===== src/rtl/ffrag_pkg.sv =====
// ----------------------------------------------------------------------------
// Frame fragmenter package
// Shared sizes, header layout positions and the queue entry type.
// ----------------------------------------------------------------------------
package ffrag_pkg;

   localparam int MAX_PACKET_BYTES = 1472;
   localparam int USER_WORDS       = 2;
   localparam int HDR_BYTES        = 18 + 4 * USER_WORDS;
   localparam int CHUNK_BYTES      = MAX_PACKET_BYTES - HDR_BYTES;

   localparam int BYTE_W  = 8;
   localparam int LEN_W   = 24;
   localparam int TIME_W  = 64;
   localparam int SEQ_W   = 64;
   localparam int OFF_W   = 16;
   localparam int INDEX_W = 8;
   localparam int POS_W   = $clog2(HDR_BYTES);

   localparam int REQ_DATA_W = BYTE_W + LEN_W + TIME_W;
   localparam int RSP_DATA_W = BYTE_W;
   localparam int RSP_USER_W = 2;

   // Fragment count: length / chunk by reciprocal multiplication, then one correction.
   localparam int RECIP_SHIFT = LEN_W + 1;
   localparam int RECIP_W     = RECIP_SHIFT;
   localparam logic [RECIP_W-1:0] RECIP =
      RECIP_W'((64'd1 << RECIP_SHIFT) / CHUNK_BYTES);

   localparam logic [OFF_W-1:0] CHUNK_LIM     = OFF_W'(CHUNK_BYTES);
   localparam logic [LEN_W-1:0] CHUNK_LEN     = LEN_W'(CHUNK_BYTES);

   // Header byte positions.
   localparam logic [POS_W-1:0] POS_TIME  = POS_W'(8);
   localparam logic [POS_W-1:0] POS_INDEX = POS_W'(16);
   localparam logic [POS_W-1:0] POS_TOTAL = POS_W'(17);
   localparam logic [POS_W-1:0] POS_LAST  = POS_W'(HDR_BYTES - 1);

   localparam int QUEUE_DEPTH = 2;
   localparam int QPTR_W      = (QUEUE_DEPTH > 1) ? $clog2(QUEUE_DEPTH) : 1;
   localparam int QCNT_W      = $clog2(QUEUE_DEPTH + 1);

   typedef struct packed {
      logic [BYTE_W-1:0]  data_byte;
      logic [LEN_W-1:0]   length;
      logic [TIME_W-1:0]  timestamp;
      logic               frame_first;
      logic               frame_last;
      logic               hdr_before;
      logic               hdr_after;
      logic               pkt_end;
      logic [INDEX_W-1:0] index;
   } entry_type;

endpackage


===== src/rtl/ffrag_front.sv =====
// ----------------------------------------------------------------------------
// Frame fragmenter front end
// Accepts payload words, tracks frame and packet position, classifies each.
// ----------------------------------------------------------------------------
module ffrag_front import ffrag_pkg::*; (
   input  logic                  clock,
   input  logic                  reset,
   input  logic                  req_tvalid,
   output logic                  req_tready,
   input  logic [REQ_DATA_W-1:0] req_tdata,
   input  logic                  q_full,
   output logic                  push,
   output entry_type             entry
);

   logic [LEN_W-1:0]   done_ff, done_in;
   logic [OFF_W-1:0]   offset_ff, offset_in;
   logic [INDEX_W-1:0] index_ff, index_in;
   logic [LEN_W-1:0]   length_ff, length_in;

   logic [LEN_W-1:0]   in_len, len_fix, lat_len, done1;
   logic [OFF_W-1:0]   off, off1;
   logic [INDEX_W-1:0] idx;
   logic               first, full, last;

   assign req_tready = !q_full;
   assign push       = req_tvalid && req_tready;

   always_comb begin
      in_len  = req_tdata[BYTE_W +: LEN_W];
      first   = (done_ff == '0);
      // A zero length is taken as one byte.
      len_fix = (in_len == '0) ? LEN_W'(1) : in_len;
      lat_len = first ? len_fix : length_ff;
      off     = first ? '0 : offset_ff;
      idx     = first ? '0 : index_ff;
      off1    = off + OFF_W'(1);
      done1   = done_ff + LEN_W'(1);
      full    = (off1 >= CHUNK_LIM);
      last    = (done1 == lat_len);

      entry.data_byte   = req_tdata[BYTE_W-1:0];
      entry.length      = lat_len;
      entry.timestamp   = req_tdata[BYTE_W + LEN_W +: TIME_W];
      entry.frame_first = first;
      entry.frame_last  = last;
      entry.hdr_before  = (off == '0);
      entry.hdr_after   = last && full;
      entry.pkt_end     = last || full;
      entry.index       = idx;

      length_in = lat_len;
      if (last) begin
         done_in   = '0;
         offset_in = '0;
         index_in  = '0;
      end else begin
         done_in   = done1;
         offset_in = full ? '0 : off1;
         index_in  = full ? idx + INDEX_W'(1) : idx;
      end
   end

   always_ff @(posedge clock) begin
      if (reset) begin
         done_ff   <= '0;
         offset_ff <= '0;
         index_ff  <= '0;
         length_ff <= '0;
      end else if (push) begin
         done_ff   <= done_in;
         offset_ff <= offset_in;
         index_ff  <= index_in;
         length_ff <= length_in;
      end
   end

endmodule


===== src/rtl/ffrag_queue.sv =====
// ----------------------------------------------------------------------------
// Frame fragmenter queue
// Short first-in first-out store of classified words between front and back.
// ----------------------------------------------------------------------------
module ffrag_queue import ffrag_pkg::*; (
   input  logic      clock,
   input  logic      reset,
   input  logic      push,
   input  entry_type entry_in,
   input  logic      pop,
   output logic      head_valid,
   output entry_type head,
   output logic      full
);

   entry_type          mem_ff [QUEUE_DEPTH];
   logic [QPTR_W-1:0]  wr_ptr_ff, wr_ptr_in;
   logic [QPTR_W-1:0]  rd_ptr_ff, rd_ptr_in;
   logic [QCNT_W-1:0]  count_ff, count_in;

   assign head_valid = (count_ff != '0);
   assign full       = (count_ff == QCNT_W'(QUEUE_DEPTH));
   assign head       = mem_ff[rd_ptr_ff];

   always_comb begin
      wr_ptr_in = wr_ptr_ff;
      rd_ptr_in = rd_ptr_ff;
      count_in  = count_ff;
      if (push) begin
         wr_ptr_in = (wr_ptr_ff == QPTR_W'(QUEUE_DEPTH - 1)) ? '0 : wr_ptr_ff + QPTR_W'(1);
      end
      if (pop) begin
         rd_ptr_in = (rd_ptr_ff == QPTR_W'(QUEUE_DEPTH - 1)) ? '0 : rd_ptr_ff + QPTR_W'(1);
      end
      if (push && !pop) begin
         count_in = count_ff + QCNT_W'(1);
      end else if (pop && !push) begin
         count_in = count_ff - QCNT_W'(1);
      end
   end

   always_ff @(posedge clock) begin
      if (push) begin
         mem_ff[wr_ptr_ff] <= entry_in;
      end
   end

   always_ff @(posedge clock) begin
      if (reset) begin
         wr_ptr_ff <= '0;
         rd_ptr_ff <= '0;
         count_ff  <= '0;
      end else begin
         wr_ptr_ff <= wr_ptr_in;
         rd_ptr_ff <= rd_ptr_in;
         count_ff  <= count_in;
      end
   end

endmodule


===== src/rtl/ffrag_back.sv =====
// ----------------------------------------------------------------------------
// Frame fragmenter back end
// Plays out headers and payload bytes for each queued word into the output.
// ----------------------------------------------------------------------------
module ffrag_back import ffrag_pkg::*; (
   input  logic                  clock,
   input  logic                  reset,
   input  logic                  head_valid,
   input  entry_type             head,
   output logic                  pop,
   output logic                  rsp_tvalid,
   input  logic                  rsp_tready,
   output logic [RSP_DATA_W-1:0] rsp_tdata,
   output logic [RSP_USER_W-1:0] rsp_tuser,
   output logic                  rsp_tlast
);

   typedef enum logic [1:0] {
      ST_ITEM,
      ST_PRE,
      ST_BODY,
      ST_TAIL
   } st_type;

   st_type             st_ff, st_in;
   logic [POS_W-1:0]   pos_ff, pos_in;
   logic [SEQ_W-1:0]   seq_ff;
   logic [TIME_W-1:0]  time_ff;
   logic               rsp_valid_ff;
   logic [BYTE_W-1:0]  rsp_byte_ff, byte_in;
   logic               rsp_hdr_ff, rsp_end_ff, rsp_last_ff;

   // Fragment count pipeline.
   logic [LEN_W+RECIP_W-1:0] prod_ff;
   logic [LEN_W-1:0]         len1_ff;
   logic [LEN_W-1:0]         q2_ff, rem2_ff;
   logic [INDEX_W-1:0]       total_ff;
   logic [LEN_W-1:0]         q_est;

   logic               adv, go, start, is_hdr, is_payload, end_bit, last_bit, pop_c;
   logic [INDEX_W-1:0] hdr_index;

   assign adv   = !rsp_valid_ff || rsp_tready;
   assign go    = adv && head_valid;
   assign start = go && (st_ff == ST_ITEM) && head.frame_first;
   assign pop   = go && pop_c;

   always_comb begin
      st_in      = st_ff;
      pos_in     = pos_ff;
      is_hdr     = 1'b0;
      is_payload = 1'b0;
      end_bit    = 1'b0;
      last_bit   = 1'b0;
      pop_c      = 1'b0;
      hdr_index  = head.index;
      case (st_ff)
         ST_ITEM: begin
            if (head.hdr_before) begin
               is_hdr = 1'b1;
               pos_in = pos_ff + POS_W'(1);
               st_in  = ST_PRE;
            end else begin
               is_payload = 1'b1;
            end
         end
         ST_PRE: begin
            is_hdr = 1'b1;
            if (pos_ff == POS_LAST) begin
               pos_in = '0;
               st_in  = ST_BODY;
            end else begin
               pos_in = pos_ff + POS_W'(1);
            end
         end
         ST_BODY: begin
            is_payload = 1'b1;
         end
         ST_TAIL: begin
            is_hdr    = 1'b1;
            hdr_index = head.index + INDEX_W'(1);
            if (pos_ff == POS_LAST) begin
               end_bit  = 1'b1;
               last_bit = 1'b1;
               pop_c    = 1'b1;
               pos_in   = '0;
               st_in    = ST_ITEM;
            end else begin
               pos_in = pos_ff + POS_W'(1);
            end
         end
         default: begin
            st_in  = ST_ITEM;
            pos_in = '0;
         end
      endcase

      if (is_payload) begin
         end_bit = head.pkt_end;
         if (head.hdr_after) begin
            pos_in = '0;
            st_in  = ST_TAIL;
         end else begin
            last_bit = 1'b1;
            pop_c    = 1'b1;
            st_in    = ST_ITEM;
         end
      end

      // Header layout: sequence, time stamp, index, count, zero user words.
      if (!is_hdr) begin
         byte_in = head.data_byte;
      end else if (pos_ff < POS_TIME) begin
         byte_in = seq_ff[{pos_ff[2:0], 3'b000} +: BYTE_W];
      end else if (pos_ff < POS_INDEX) begin
         byte_in = time_ff[{pos_ff[2:0], 3'b000} +: BYTE_W];
      end else if (pos_ff == POS_INDEX) begin
         byte_in = hdr_index;
      end else if (pos_ff == POS_TOTAL) begin
         byte_in = total_ff;
      end else begin
         byte_in = '0;
      end
   end

   assign q_est = prod_ff[RECIP_SHIFT +: LEN_W];

   always_ff @(posedge clock) begin
      if (start) begin
         prod_ff <= head.length * RECIP;
         len1_ff <= head.length;
         time_ff <= head.timestamp;
      end
      q2_ff    <= q_est;
      rem2_ff  <= len1_ff - q_est * CHUNK_LEN;
      total_ff <= INDEX_W'(q2_ff + LEN_W'(1) + LEN_W'(rem2_ff >= CHUNK_LEN));
   end

   always_ff @(posedge clock) begin
      if (reset) begin
         st_ff        <= ST_ITEM;
         pos_ff       <= '0;
         seq_ff       <= '0;
         rsp_valid_ff <= 1'b0;
      end else begin
         if (go) begin
            st_ff  <= st_in;
            pos_ff <= pos_in;
         end
         if (pop && head.frame_last) begin
            seq_ff <= seq_ff + SEQ_W'(1);
         end
         if (adv) begin
            rsp_valid_ff <= head_valid;
         end
      end
   end

   always_ff @(posedge clock) begin
      if (go) begin
         rsp_byte_ff <= byte_in;
         rsp_hdr_ff  <= is_hdr;
         rsp_end_ff  <= end_bit;
         rsp_last_ff <= last_bit;
      end
   end

   assign rsp_tvalid = rsp_valid_ff;
   assign rsp_tdata  = rsp_byte_ff;
   assign rsp_tuser  = {rsp_end_ff, rsp_hdr_ff};
   assign rsp_tlast  = rsp_last_ff;

endmodule


===== src/rtl/frame_fragmenter_unit.sv =====
// ----------------------------------------------------------------------------
// Frame fragmenter
// Cuts a byte stream of encoded frames into headed packets.
// ----------------------------------------------------------------------------
// The req channel takes one payload byte per word together with the frame
// length and time stamp; both are sampled on the first byte of each frame.
// The rsp channel gives one packet byte per word. Before every packet the
// block inserts a 26-byte header (sequence number, time stamp, fragment
// index, fragment count and zeroed user words, all little-endian). When a
// frame length is an exact multiple of the packet payload size, a
// header-only packet follows the last payload byte.
// tlast on rsp marks the last byte produced for one input word.
// An accepted word passes the queue and the output register on its way out.
// Throughput is one byte per cycle while rsp_tready is high. During each
// 26-byte header a two-entry queue absorbs input before req_tready drops.
// The fragment count comes from a three-stage multiply pipeline that
// finishes well before its header byte is due.
// Reset clears all frame state and the sequence number; no word is lost
// when rsp_tready is low, the output simply holds.
// ----------------------------------------------------------------------------
module frame_fragmenter_unit import ffrag_pkg::*; (
   input  logic                  clock,
   input  logic                  reset,
   input  logic                  req_tvalid,
   output logic                  req_tready,
   input  logic [REQ_DATA_W-1:0] req_tdata,   // data_byte, frame_length, frame_timestamp
   output logic                  rsp_tvalid,
   input  logic                  rsp_tready,
   output logic [RSP_DATA_W-1:0] rsp_tdata,   // out_byte
   output logic [RSP_USER_W-1:0] rsp_tuser,   // is_header, packet_end
   output logic                  rsp_tlast
);

   entry_type front_entry, head;
   logic      push, pop, head_valid, q_full;

   // Front: tracks where each byte falls in its frame and packet.
   ffrag_front u_front (
      .clock      (clock),
      .reset      (reset),
      .req_tvalid (req_tvalid),
      .req_tready (req_tready),
      .req_tdata  (req_tdata),
      .q_full     (q_full),
      .push       (push),
      .entry      (front_entry)
   );

   // Queue: decouples input acceptance from header playback.
   ffrag_queue u_queue (
      .clock      (clock),
      .reset      (reset),
      .push       (push),
      .entry_in   (front_entry),
      .pop        (pop),
      .head_valid (head_valid),
      .head       (head),
      .full       (q_full)
   );

   // Back: emits header and payload bytes into the output register.
   ffrag_back u_back (
      .clock      (clock),
      .reset      (reset),
      .head_valid (head_valid),
      .head       (head),
      .pop        (pop),
      .rsp_tvalid (rsp_tvalid),
      .rsp_tready (rsp_tready),
      .rsp_tdata  (rsp_tdata),
      .rsp_tuser  (rsp_tuser),
      .rsp_tlast  (rsp_tlast)
   );

`ifndef SYNTHESIS
   a_pop_has_entry: assert property (@(posedge clock) disable iff (reset)
      pop |-> head_valid)
      else $error("queue popped while empty");

   a_tail_ends_run: assert property (@(posedge clock) disable iff (reset)
      rsp_tvalid && rsp_tuser[0] && rsp_tuser[1] |-> rsp_tlast)
      else $error("closing header byte does not end its run");

   a_reset_idle: assert property (@(posedge clock)
      reset |=> !rsp_tvalid && req_tready)
      else $error("block not idle after reset");
`endif

endmodule


===== config.mk =====
export PLATFORM = sky130hd
export DESIGN_NAME = frame_fragmenter_unit
export DESIGN_NICKNAME = d
export VERILOG_FILES = /design/src/rtl/ffrag_pkg.sv /design/src/rtl/ffrag_front.sv /design/src/rtl/ffrag_queue.sv /design/src/rtl/ffrag_back.sv /design/src/rtl/frame_fragmenter_unit.sv
export SDC_FILE = /design/constraint.sdc
export NUM_CORES = 1
export LEC_CHECK = 0
export ABC_CLOCK_PERIOD_IN_PS = 21000
export CORE_MARGIN = 5
export CORE_UTILIZATION = 45
export DETAILED_ROUTE_END_ITERATION = 10
export DONT_BUFFER_PORTS = 1
export GPL_TIMING_DRIVEN = 0
export PLACE_DENSITY = 0.56
export SYNTH_ARGS = -nofsm -noshare
export SYNTH_HDL_FRONTEND = slang
export SYNTH_SLANG_ARGS = --single-unit

===== constraint.sdc =====
create_clock -name clock -period 21 [get_ports clock]
set_input_delay 5.25 -clock clock [delete_from_list [all_inputs] [get_ports clock]]
set_output_delay 5.25 -clock clock [all_outputs]
set_load 0.1 [all_outputs]

# Word-level counts from Yosys, hierarchy flattened

Memories as Yosys holds them, arrays and structs flattened. A register that Yosys moved wholly into a read port is not among the register bits.
Cells that the tools add are included.

Bits in registers: 326
RAM bits: 218
Output and inout port bits: 13
Word-level logic and storage cells: 121
Memories kept: 1

Memories:

| name           | words | width | read ports | clocked after memory_dff | write ports | RTL line          | RTL |
|---|---|---|---|---|---|---|---|
| u_queue.mem_ff | 2     | 109   | 1          | 1                        | 1           | ffrag_queue.sv:16 | `entry_type mem_ff [QUEUE_DEPTH];` |

Add/sub/neg operators: 13
Multiply operators: 2
Order comparisons: 4
Equal/unequal tests: 11
Shifts and indexed selects: 2
Multiplexer cells: 43
Reductions and logical operators: 24

Operators with widths:

| cell                                                   | count |
|---|---|
| variable part select 64 x 7 -> 8 bit                   | 2 |
| two-way mux 24 bit                                     | 3 |
| two-way mux 8 bit                                      | 9 |
| adder 64 x 1 -> 64 bit (second input constant)         | 1 |
| zero test 24 bit                                       | 2 |
| two-way mux 16 bit                                     | 3 |
| multiplier 24 x 15 -> 39 bit (second input constant)   | 1 |
| adder 24 x 1 -> 24 bit (second input constant)         | 1 |
| adder 8 x 1 -> 8 bit (second input constant)           | 3 |
| == test 24 bit                                         | 1 |
| >= comparator 24 x 11 -> 1 bit (second input constant) | 1 |
| subtractor 24 bit                                      | 1 |
| multiplier 14 x 10 -> 23 bit (second input constant)   | 1 |
| two-way mux 5 bit                                      | 4 |
| adder 16 x 1 -> 16 bit (second input constant)         | 1 |
| >= comparator 16 x 11 -> 1 bit (second input constant) | 1 |
| zero test 16 bit                                       | 1 |
| == test 5 bit (second input constant)                  | 3 |
| two-way mux 2 bit                                      | 7 |
| two-way mux 1 bit                                      | 13 |
| case mux 5 bit (2 select lines)                        | 1 |
| logical AND 1 bit                                      | 9 |
| adder 8 x 1 -> 8 bit                                   | 1 |
| == test 2 bit (second input constant)                  | 3 |
| 18 further kinds                                       | 26 |

# Logic depth before layout (Yosys ltp)

Depth in word-level cells: 9
Gate-level depth with buffers: 28
Mapped depth without buffers: 27

# Modules after synthesis

A second synthesis with hierarchy kept.

Cells, all modules: 2731
Area total of the unflattened synthesis: 31431.4 µm²

By module, submodules not included:

| module      | instances | cells each | area an instance (µm²) | sequential area each (µm²) |
|---|---|---|---|---|
| ffrag_back  | 1         | 1607       | 17830.9                | 5585.4 |
| ffrag_queue | 1         | 361        | 8097.8                 | 6646.4 |
| ffrag_front | 1         | 763        | 5502.8                 | 1441.4 |

# Worst setup path after synthesis

No wires, ideal clock.

Path kind: input -> register
Start: input rsp_tready
End: register u_back.len1_ff[10], enable pin
Library setup time: 0.808 ns
Arrival: 15.351 ns
Setup slack: 4.842 ns
Stages: 4
Cells stage by stage: nand2b_1 -> o21ai_0 -> clkbuf_1 -> nor4_1

Longest elaborated chain between the ends: 4

RTL lines:

| element                         | RTL line                    | RTL |
|---|---|---|
| start, declared                 | frame_fragmenter_unit.sv:28 | `input logic rsp_tready,` |
| logical OR 1 bit                | ffrag_back.sv:43            | `assign adv = !rsp_valid_ff \|\| rsp_tready;` |
| logical AND 1 bit               | ffrag_back.sv:44            | `assign go = adv && head_valid;` |
| logical AND 1 bit (2 in series) | ffrag_back.sv:45            | `assign start = go && (st_ff == ST_ITEM) && head.frame_first;` |
| net u_back.start                | ffrag_back.sv:40            | `logic adv, go, start, is_hdr, is_payload, end_bit, last_bit, pop_c;` |
| end signal, assigned            | ffrag_back.sv:131           | `len1_ff <= head.length;` |
| end, declared                   | ffrag_back.sv:35            | `logic [LEN_W-1:0] len1_ff;` |

The timed path passes the listed nets, and every way through them passes these cells.
A chain may end at the register's enable or synchronous reset.

==> results.cfg <==
[sta]
grt_setup_unrepaired = no
hold_viol = 0
fmax_mhz = 104
slew_headroom = 0.188
hold_ws_ns = 0.443
worst_pin_slew_ns = 1.22
setup-violations-final = 0
fin_crit_sh = 0.459
maxSlewViolCount = 0
tns_ns = 0
min_period_ns = 9.64
skew_ns = 0.0280

[synth]
async_flop_share = 0
syn_area_um2 = 30900
yosys.area_share.simple = 0.106
synth_flop_cell = edfxtp_1
yosys.area.top_type = edfxtp_1
synth_top_family_by_area = adder cells
synthTopCellsByCount = inv_1 (332), edfxtp_1 (330), ha_1 (260)
synth_edf_count = 330
synthDistinctLibCells = 88
synth_most_common_cell = inv_1
syn-instance-count = 2661
synthAdderAreaFrac = 0.206
yosysSeqAreaShare = 0.443
synth_top_area_share = 0.321
synthXorXnorAreaFrac = 0.0490
synth_warnings = 0
ys_ff_latch = 518
syn_avg_cell_area_um2 = 11.6
synth-compound-area-share = 0.0712
synth.area.top_cells = edfxtp_1 (32%), dfxtp_1 (12%), ha_1 (11%)
synthMuxAreaShare = 0.0723
syn_nets = 3176

[setup_path]
crit_required_ns = 21.33
critPathCaptureType = register
startpoint_type = register
critPathKind = register to register
cpPeakStageDelay_ns = 0.73
crit_top_cell = inv_1
critPathArrivalTime_ns = 9.97
cp_max_fo = 10
cpMaxStageDelayCell = a221oi_1

[finish]
nets = 3253
area_growth_pct = 10.9
drive_above_1_share = 0.105
multi_input_area_um2 = 15600
instances_no_fill = 3669
final_core_util = 0.501
final-seq-area_um2 = 13700
fill_cells = 6038

[die]
die_w_um = 272
start_util = 0.452
io_pins = 113
die_h_um = 272
rows = 96
core-area_um2 = 68300
die_area_um2 = 73900

[detailed_routing]
post_drt_wl_per_cell_um = 20.7
drt_wl_total_um = 76000
drc = 0
via_per_inst = 5.48
routed-via-count = 20107
first_pass_iters = 5
drtIter0Drc = 1196
drtAntennaViolNets = 0

[global_route]
grt_max_degree = 45
antenna_found_initial = 2
grt_pass1_vias = 20521
grt_remaining_overflow = 0
grt.total_usage = 0.205
grt_pass1_wl_um = 119000

[cts]
cts.clk_slew.worst_paths_ns = 0.06
clk_latency_ns = 0.61
cts_buffers = 56
cts_sinks = 518
cts_root_buffer = clkbuf_16
cts_setup_buffers = 0
cts_tree = built
cts.path.max_buffers = 3
ctsHoldBuffers = 0
cts_resized = 0
htree_num_levels = 2

[placement]
place.detailed.hpwl_um = 60100
place_congestion = 0.932
portBuffers = 0
dp_cells = 3562

[status]
status = finished, final reports clean

[flow_run]
cap_viol_max_count = 0

[min_path]
min_path_type = register to register
placed cells by master, fill, tap and decap left out, types with 11 or more instances in the layout:
cell type and count:
mux4_2 37, clkbuf_1 75, buf_2 14, nand2b_1 12, clkbuf_16 57, or3_1 29
xor2_1 75, o21a_1 11, or4_1 18, ha_1 260, mux2i_1 38, nand4_1 31
nand3_1 71, a31oi_1 19, inv_1 332, nor3_1 51, nor4_1 25, nand2_1 132
xnor2_1 77, and3_1 36, fa_1 155, bufinv_16 13, nor2b_1 13, dfxtp_1 188
o21ai_0 68, edfxtp_1 330, mux2_2 89, nor2_1 163, a211oi_1 35, a21o_1 18
buf_4 15, a21oi_1 103
cell families (layout without fill, tap and decap cells):
group           after synthesis  count (layout)
compound gates              339             339
xor+xnor                    160             160
fa+ha+maj                   415             415
buf+inv                     424             548
flops                       518             518
mux                         165             165
other cells                   0               2
simple gates                640             640
layer usage:
layer	routed length, µm	share of wire	vias up	GRT usage
met1	34500	0.45	10004	0.281
met3	3410	0.045	87	0.0321
li1	-	-	9617	-
met2	36600	0.48	397	0.344
met5	7	0.000092	-	0
met4	1550	0.020	2	0.0483
flip-flops by register name, indices dropped and copies added (netlist names), 5 cells and up, named ones only:
name and flops:
u_back.rem2_ff 23, u_back.len1_ff 23, u_front.index_ff 8, u_front.offset_ff 16
u_back.prod_ff 14, u_front.length_ff 24, u_back.time_ff 64, u_back.total_ff 8
u_back.rsp_tdata 8, u_queue.mem_ff 218, u_back.pos_ff 5, u_back.q2_ff 8
u_back.seq_ff 64, u_front.done_ff 24
worst paths after layout:
path / startpoint / slack [ns] / depth (start not counted) / end
min: u_back.q2_ff[7]$_DFF_P_ / 0.44 / 1 / u_back.total_ff[7]$_DFF_P_
max: register / 11.36 / 28 / u_back.prod_ff[38]$_DFFE_PP_
max reg2reg: register / 11.36 / 28 / u_back.prod_ff[38]$_DFFE_PP_
min reg2reg: u_back.q2_ff[7]$_DFF_P_ / 0.44 / 1 / u_back.total_ff[7]$_DFF_P_
stage by stage:
step / setup slack, ns / area, µm²
after floorplan: 4.84 / 30900
after global placement: -0.444 / 32000
after detailed placement: 11.39 / 32200
after CTS: 11.27 / 34200
after global routing: 10.83 / 34200
final: 11.36 / 34200
layout make-up:
cell class,count,area share
multi-input combinational,1719,0.455
tap,882,0.0322
inverter,334,0.0367
timing repair buffer,19,0.00669
buffer,90,0.0109
clock buffer,69,0.0433
sequential,518,0.399
clock inverter,36,0.0158
antenna,2,0.000146
critical path, delay by kind of cell, from the launching register on:
kind / cells / cell delay (ns)
flip-flops: 1 / 0.30
multiplexers: 1 / 0.51
buffers and inverters: 10 / 2.45
XOR/XNOR: 1 / 0.15
adder cells (fa/ha/maj): 7 / 3.34
AO/OA/AOI/OAI: 9 / 2.60
Power is left out: the tool's default activity adds up to more than one toggle a clock period on the data nets, which glitch-free logic cannot reach.
